`src/hdl/dws_pkg.sv`:
```
// shared types and codes for the deque with search
`timescale 1ns / 1ps
`default_nettype none

package dws_pkg;

    localparam int DEPTH_DEF = 16;

    localparam logic [2:0] OP_PUSH_FRONT = 3'd0;
    localparam logic [2:0] OP_PUSH_BACK  = 3'd1;
    localparam logic [2:0] OP_POP_FRONT  = 3'd2;
    localparam logic [2:0] OP_POP_BACK   = 3'd3;
    localparam logic [2:0] OP_SEARCH     = 3'd4;

    localparam logic [1:0] STATUS_OK    = 2'd0;
    localparam logic [1:0] STATUS_EMPTY = 2'd1;
    localparam logic [1:0] STATUS_FULL  = 2'd2;

    typedef struct packed {
        logic [2:0]         operation;
        logic signed [31:0] value;
    } cmd_t;

    typedef struct packed {
        logic [1:0] status;
        logic       found;
        logic [3:0] position;
        logic [4:0] occupancy;
    } result_t;

    typedef struct packed {
        logic we;
        logic re;
    } store_ctl_t;

endpackage

`default_nettype wire

```
`src/hdl/dws_store.sv`:
```
// ring storage with registered read and the shared equality compare unit
`timescale 1ns / 1ps
`default_nettype none

module dws_store #(
    parameter int DEPTH = dws_pkg::DEPTH_DEF,
    parameter int AW    = (DEPTH > 1) ? $clog2(DEPTH) : 1
) (
    input  wire logic               clk,
    input  wire dws_pkg::store_ctl_t ctl,
    input  wire logic [AW-1:0]      waddr,
    input  wire logic [31:0]        wdata,
    input  wire logic [AW-1:0]      raddr,
    input  wire logic [31:0]        key,
    output logic                    match
);

    logic [31:0] mem [DEPTH];
    logic [31:0] rdata_reg;

    always_ff @(posedge clk)
    begin
        if (ctl.we)
        begin
            mem[waddr] <= wdata;
        end
        if (ctl.re)
        begin
            rdata_reg <= mem[raddr];
        end
    end

    assign match = (rdata_reg == key);

endmodule

`default_nettype wire

```
`src/hdl/deque_with_search.sv`:
```
// top level of the bounded deque with linear search
//
// usage: a transaction is offered on cmd with start high; it is taken at a
// rising edge where start is high and busy is low. for push front, push back,
// pop front and pop back the result appears on result with done high in the
// cycle after acceptance, and busy stays low so a new transaction can be
// taken every cycle.
// search scans the occupied entries from the front through one read port
// and one 32-bit comparator, one entry per cycle with the compare in the
// cycle after the read; busy is high for the scan. a search on an empty
// queue finishes like a push or pop.
// each result is marked by done high for exactly one cycle;
// the receiver cannot stall it.
// reset clears the front pointer and the count, so the queue is empty; the
// entry store is not cleared and needs no time after reset.
`timescale 1ns / 1ps
`default_nettype none

module deque_with_search #(
    parameter int DEPTH = dws_pkg::DEPTH_DEF
) (
    input  wire logic             clk,
    input  wire logic             rst_n,
    input  wire logic             start,
    input  wire dws_pkg::cmd_t    cmd,
    output logic                  busy,
    output logic                  done,
    output dws_pkg::result_t      result
);

    localparam int AW = (DEPTH > 1) ? $clog2(DEPTH) : 1;
    localparam int CW = $clog2(DEPTH + 1);
    localparam int SW = CW + 1;

    localparam logic ST_IDLE = 1'b0;
    localparam logic ST_SCAN = 1'b1;

    logic              state_reg, state_next;
    logic [AW-1:0]     front_reg, front_next;
    logic [CW-1:0]     count_reg, count_next;
    logic [31:0]       key_reg, key_next;
    logic [CW-1:0]     rd_idx_reg, rd_idx_next;
    logic [AW-1:0]     rd_slot_reg, rd_slot_next;
    logic              cmp_valid_reg, cmp_valid_next;
    logic [CW-1:0]     cmp_idx_reg, cmp_idx_next;
    logic              done_reg, done_next;
    dws_pkg::result_t  result_reg, result_next;

    dws_pkg::store_ctl_t store_ctl;
    logic [AW-1:0]     waddr;
    logic [31:0]       wdata;
    logic              match;

    logic              full;
    logic              empty;
    logic [AW-1:0]     front_dec;
    logic [AW-1:0]     front_inc;
    logic [AW-1:0]     rd_slot_inc;
    logic [SW-1:0]     back_sum;
    logic [AW-1:0]     back_slot;
    logic [1:0]        status;

    assign full  = (count_reg == CW'(DEPTH));
    assign empty = (count_reg == '0);

    assign front_dec   = (front_reg == '0) ? AW'(DEPTH - 1) : front_reg - AW'(1);
    assign front_inc   = (front_reg == AW'(DEPTH - 1)) ? '0 : front_reg + AW'(1);
    assign rd_slot_inc = (rd_slot_reg == AW'(DEPTH - 1)) ? '0 : rd_slot_reg + AW'(1);

    // front + count stays below twice the depth, one subtract wraps it
    assign back_sum  = SW'(front_reg) + SW'(count_reg);
    assign back_slot = (back_sum >= SW'(DEPTH)) ? AW'(back_sum - SW'(DEPTH)) : AW'(back_sum);

    always_comb
    begin
        state_next     = state_reg;
        front_next     = front_reg;
        count_next     = count_reg;
        key_next       = key_reg;
        rd_idx_next    = rd_idx_reg;
        rd_slot_next   = rd_slot_reg;
        cmp_valid_next = 1'b0;
        cmp_idx_next   = cmp_idx_reg;
        done_next      = 1'b0;
        result_next    = result_reg;
        store_ctl.we   = 1'b0;
        store_ctl.re   = 1'b0;
        waddr          = front_dec;
        wdata          = cmd.value;
        status         = dws_pkg::STATUS_OK;

        case (state_reg)
            ST_IDLE:
            begin
                if (start)
                begin
                    case (cmd.operation)
                        dws_pkg::OP_PUSH_FRONT:
                        begin
                            if (full)
                            begin
                                status = dws_pkg::STATUS_FULL;
                            end
                            else
                            begin
                                store_ctl.we = 1'b1;
                                waddr        = front_dec;
                                front_next   = front_dec;
                                count_next   = count_reg + CW'(1);
                            end
                        end
                        dws_pkg::OP_PUSH_BACK:
                        begin
                            if (full)
                            begin
                                status = dws_pkg::STATUS_FULL;
                            end
                            else
                            begin
                                store_ctl.we = 1'b1;
                                waddr        = back_slot;
                                count_next   = count_reg + CW'(1);
                            end
                        end
                        dws_pkg::OP_POP_FRONT:
                        begin
                            if (empty)
                            begin
                                status = dws_pkg::STATUS_EMPTY;
                            end
                            else
                            begin
                                front_next = front_inc;
                                count_next = count_reg - CW'(1);
                            end
                        end
                        dws_pkg::OP_POP_BACK:
                        begin
                            if (empty)
                            begin
                                status = dws_pkg::STATUS_EMPTY;
                            end
                            else
                            begin
                                count_next = count_reg - CW'(1);
                            end
                        end
                        dws_pkg::OP_SEARCH:
                        begin
                            if (!empty)
                            begin
                                state_next   = ST_SCAN;
                                key_next     = cmd.value;
                                rd_idx_next  = '0;
                                rd_slot_next = front_reg;
                            end
                        end
                        default:
                        begin
                            status = dws_pkg::STATUS_OK;
                        end
                    endcase

                    if ((cmd.operation != dws_pkg::OP_SEARCH) || empty)
                    begin
                        done_next             = 1'b1;
                        result_next.status    = status;
                        result_next.found     = 1'b0;
                        result_next.position  = '0;
                        result_next.occupancy = 5'(count_next);
                    end
                end
            end
            ST_SCAN:
            begin
                if (cmp_valid_reg && match)
                begin
                    state_next            = ST_IDLE;
                    done_next             = 1'b1;
                    result_next.status    = dws_pkg::STATUS_OK;
                    result_next.found     = 1'b1;
                    result_next.position  = 4'(cmp_idx_reg);
                    result_next.occupancy = 5'(count_reg);
                end
                else if (cmp_valid_reg && (cmp_idx_reg == count_reg - CW'(1)))
                begin
                    state_next            = ST_IDLE;
                    done_next             = 1'b1;
                    result_next.status    = dws_pkg::STATUS_OK;
                    result_next.found     = 1'b0;
                    result_next.position  = '0;
                    result_next.occupancy = 5'(count_reg);
                end
                else if (rd_idx_reg < count_reg)
                begin
                    // read the next entry while the previous one is compared
                    store_ctl.re   = 1'b1;
                    cmp_valid_next = 1'b1;
                    cmp_idx_next   = rd_idx_reg;
                    rd_idx_next    = rd_idx_reg + CW'(1);
                    rd_slot_next   = rd_slot_inc;
                end
            end
            default:
            begin
                state_next = ST_IDLE;
            end
        endcase
    end

    always_ff @(posedge clk or negedge rst_n)
    begin
        if (!rst_n)
        begin
            state_reg     <= ST_IDLE;
            front_reg     <= '0;
            count_reg     <= '0;
            cmp_valid_reg <= 1'b0;
            done_reg      <= 1'b0;
        end
        else
        begin
            state_reg     <= state_next;
            front_reg     <= front_next;
            count_reg     <= count_next;
            cmp_valid_reg <= cmp_valid_next;
            done_reg      <= done_next;
        end
    end

    always_ff @(posedge clk)
    begin
        key_reg     <= key_next;
        rd_idx_reg  <= rd_idx_next;
        rd_slot_reg <= rd_slot_next;
        cmp_idx_reg <= cmp_idx_next;
        result_reg  <= result_next;
    end

    dws_store #(
        .DEPTH (DEPTH),
        .AW    (AW)
    ) u_store (
        .clk   (clk),
        .ctl   (store_ctl),
        .waddr (waddr),
        .wdata (wdata),
        .raddr (rd_slot_reg),
        .key   (key_reg),
        .match (match)
    );

    assign busy   = (state_reg == ST_SCAN);
    assign done   = done_reg;
    assign result = result_reg;

endmodule

`default_nettype wire

```
`config.mk`:
```
export PLATFORM = sky130hd
export DESIGN_NAME = deque_with_search
export DESIGN_NICKNAME = d
export VERILOG_FILES = /design/src/hdl/dws_pkg.sv /design/src/hdl/dws_store.sv /design/src/hdl/deque_with_search.sv
export SDC_FILE = /design/constraint.sdc
export NUM_CORES = 1
export LEC_CHECK = 0
export BUFFER_PORTS_ARGS = -buffer_cell sky130_fd_sc_hd__buf_2
export CAP_MARGIN = 5
export CORE_ASPECT_RATIO = 0.9
export CORE_UTILIZATION = 50
export DETAILED_ROUTE_END_ITERATION = 8
export PLACE_DENSITY = 0.74
export SLEW_MARGIN = 10
export SYNTH_ARGS = -nofsm -noshare
export SYNTH_HDL_FRONTEND = slang
export SYNTH_SLANG_ARGS = --single-unit
```
`constraint.sdc`:
```
create_clock -name clk -period 7.34 [get_ports clk]
set_clock_uncertainty 0.15 [all_clocks]
set_input_delay 0.367 -clock clk [delete_from_list [all_inputs] [get_ports clk]]
set_output_delay 0.367 -clock clk [all_outputs]
set_load 0.005 [all_outputs]
```
==> impl_metrics.py <==
metrics = {
    "worst_setup_path": {
        "crit_path_top_delay_cell": "nor2_4",
        "critPathCaptureType": "flop",
        "critPathMaxStageDelay_ns": 0.96,
        "regToRegSetupSlack_ns": 3.00,
        "cp_max_fo": 32,
        "crit_family": "simple AND/OR/NAND/NOR gates",
        "cp_num_buf_inv": 1,
        "reg2reg_depth": 8,
        "worstReg2RegStart": "count_reg[1]",
        "cp.arrival_ns": 4.40,
        "reg2reg_to": "u_store.mem[9][20]",
        "required_ns": 7.40,
        "critical_path_class": "reg -> reg",
        "path_cells": "inv_1 > ha_1 > nor4bb_2 > nor3_1 > nand3_1 > o32ai_2 > or3_4 > nor2_4",
        "start_kind": "flop",
    },
    "layout": {
        "design_area_sq_um": 27300,
        "finalNonFillerCells": 1868,
        "nets": 1253,
        "drive_above_1_share": 0.276,
        "final_common_cell": "edfxtp_1",
        "n_antenna_cell": 0,
        "final_cell_mix": "edfxtp_1, mux4_2, clkbuf_16",
        "postLayoutCoreUtil": 0.581,
        "area_growth_pct": 13.7,
        "largest_register_ff_count": 512,
    },
    "power": {
        "p_seq_frac": 0.440,
        "p_comb_frac": 0.268,
        "vdd_ir_drop_max_v": 0.000243,
        "switching_share": 0.288,
        "p_int_uw": 7160,
        "p_leak_uw": 0.00869,
        "p_per_area_nw_per_um2": 369,
        "clkPwrFrac": 0.292,
        "p_sw_uw": 2890,
    },
    "global_route": {
        "antenna_found_initial": 0,
        "first_global_vias": 11396,
        "grt_max_degree": 132,
        "overflow": 0,
        "grt_usage": 0.203,
        "grt_pass1_wl_um": 72000,
    },
    "outcome": {
        "status": "complete, no violations",
    },
    "synth": {
        "synth_cell_types": 56,
        "syn-num-nets": 1148,
        "yosys_warnings": 0,
        "postSynth.asyncResetShare": 0.0195,
        "synth_edf_count": 602,
        "synth-seq-cells": 614,
        "synth_area_sq_um": 24000,
        "synth_cells": 1096,
        "synth-seq-area-share": 0.767,
        "synth_ff_type": "edfxtp_1",
        "avgSynthCellArea_sq_um": 21.9,
    },
    "floorplan": {
        "die_y_um": 210,
        "core_area_sq_um": 46900,
        "rows": 75,
        "boundaryPins": 52,
        "die_area_sq_um": 48800,
        "start_util": 0.511,
        "fp.dieW_um": 233,
    },
    "clocking": {
        "cts_made_buffers": 59,
        "cts_buffer_depth": 3,
        "cts_htree_levels": 2,
        "cts_resized": 0,
        "cts_setup_buffers": 0,
        "cts_sinks": 614,
        "root_buffer": "clkbuf_16",
        "clk_pin_slew_ns": 0.06,
        "clock_latency_ns": 0.62,
        "cts_tree": "built",
    },
    "min_path": {
        "hp-class": "in -> async",
    },
    "route": {
        "drtIter0Drc": 1326,
        "via_count": 11169,
        "ant_nets": 0,
        "viasPerCell": 5.98,
        "wl_per_cell_um": 25.6,
        "dr.pass1.iters": 5,
        "finalWirelength_um": 47900,
        "drc_errors": 0,
    },
    "placement": {
        "io_buffer_count": 51,
        "dp_cells": 1725,
        "dpl_worst_slack_ns": 2.69,
        "gp_congestion": 0.848,
        "postPlaceCellArea_sq_um": 25000,
        "dp.final_hpwl_um": 25800,
    },
    "sta": {
        "layout_setup_ws_ns": 3.00,
        "maxSlewHeadroom": 0.148,
        "finalSetupViolations": 0,
        "max_freq_ghz": 0.231,
        "fin_crit_ns": 4.34,
        "worst_pin_slew_ns": 1.27,
        "tns_ns": 0,
        "grt_setup_unrepaired": "false",
        "fin_crit_sh": 0.591,
        "slew_violations": 0,
        "final_hold_viol_count": 0,
    },
    "job": {
        "drv_cap": 0,
    },
}
## layout make-up
type                            count  area [sq um]
Fill cell                        3338         19700
Sequential cell                   614         18400
Multi-Input combinational cell    411          5430
Clock buffer                       67          1510
Tap cell                          616           771
Timing Repair Buffer               95           726
Clock inverter                     45           368
Inverter                           20          75.1
## worst register-to-register path: cells and delay by family (launching register included)
kind                       cells  cell delay [ns]
and+or+nand+nor                5             2.61
DFF                            1             0.49
adders and majority gates      1             0.33
buffers and inverters          1             0.20
AOI/OAI and AO/OA              1             0.13
## power by group through the flow
stage                     Combinational (uW)  Clock, uW  Sequential (uW)
after floorplan                         1980          0             4420
after global placement                  2650          0             4480
after detailed placement                2690          0             4490
after CTS                               2730       2980             4420
after global routing                    2910       3100             4450
final                                   2690       2940             4420
## Yosys cell counts, types with 2 or more instances
library cell	n	area [sq um]
o21ba_2	2	20.0
or3_1	2	12.5
buf_2	20	100
a21oi_1	15	75.1
and3_1	4	25.0
o311ai_0	2	17.5
nand2_1	19	71.3
a31oi_1	5	31.3
nor3_1	11	55.1
o22ai_1	4	25.0
clkbuf_1	25	93.8
dfrtp_1	12	300
nand2b_1	3	18.8
mux4_2	160	3600
edfxtp_1	602	18100
inv_1	20	75.1
a22o_1	2	17.5
xor2_1	33	289
o211ai_1	2	15.0
ha_1	13	163
a22oi_1	2	15.0
o21ai_0	23	115
nor2b_1	7	43.8
nor4_1	6	37.5
nand3_1	7	35.0
buf_1	5	18.8
o31ai_1	4	30.0
and2_1	6	37.5
nand4_1	4	25.0
a21o_1	2	15.0
nor2_1	38	143
xnor2_1	12	105
## logic make-up after synthesis
logic type	count (synthesis)	share of synthesized area
flip-flops	614	0.767
multiplexers	162	0.151
AND/OR/NAND/NOR	118	0.0262
AO/OA/AOI/OAI	72	0.0193
buffers and inverters	71	0.0122
XOR/XNOR	45	0.0164
adder cells (fa/ha/maj)	14	0.00762
## stage by stage
step / power, uW / hold WS [ns]
floorplan: 6400 / -0.0786
global placement: 7130 / 0.126
detailed placement: 7180 / 0.128
CTS: 10100 / 0.0000662
global route: 10500 / 0.00738
finish: 10000 / 0.0275
## layer usage
metal | up-vias | GRT usage | part of all wire
met4 | 0 | 0.0489 | 0.018
met3 | 71 | 0.0401 | 0.063
met5 | - | 0 | 0
met2 | 403 | 0.320 | 0.49
met1 | 5904 | 0.294 | 0.43
li1 | 4791 | - | -
## worst max-delay path by stage
| stage | start | to | depth (start not counted) |
|---|---|---|---|
| after CTS | count_reg[1] | u_store.mem[11][14] | 8 |
| after global routing | count_reg[1] | u_store.mem[14][20] | 8 |
| final | count_reg[1] | u_store.mem[9][20] | 8 |
| after detailed placement | count_reg[1] | u_store.mem[11][13] | 8 |
| after global placement | count_reg[1] | u_store.mem[11][9] | 8 |
| after floorplan | count_reg[1] | u_store.mem[13][0] | 9 |
## timing repair
action                                 in CTS  in global routing
endpoints found under the hold margin     451                  0
setup endpoints to repair                   0                  0
hold buffers                               28                  0
Note: power is estimated with default switching activity, not from simulation.
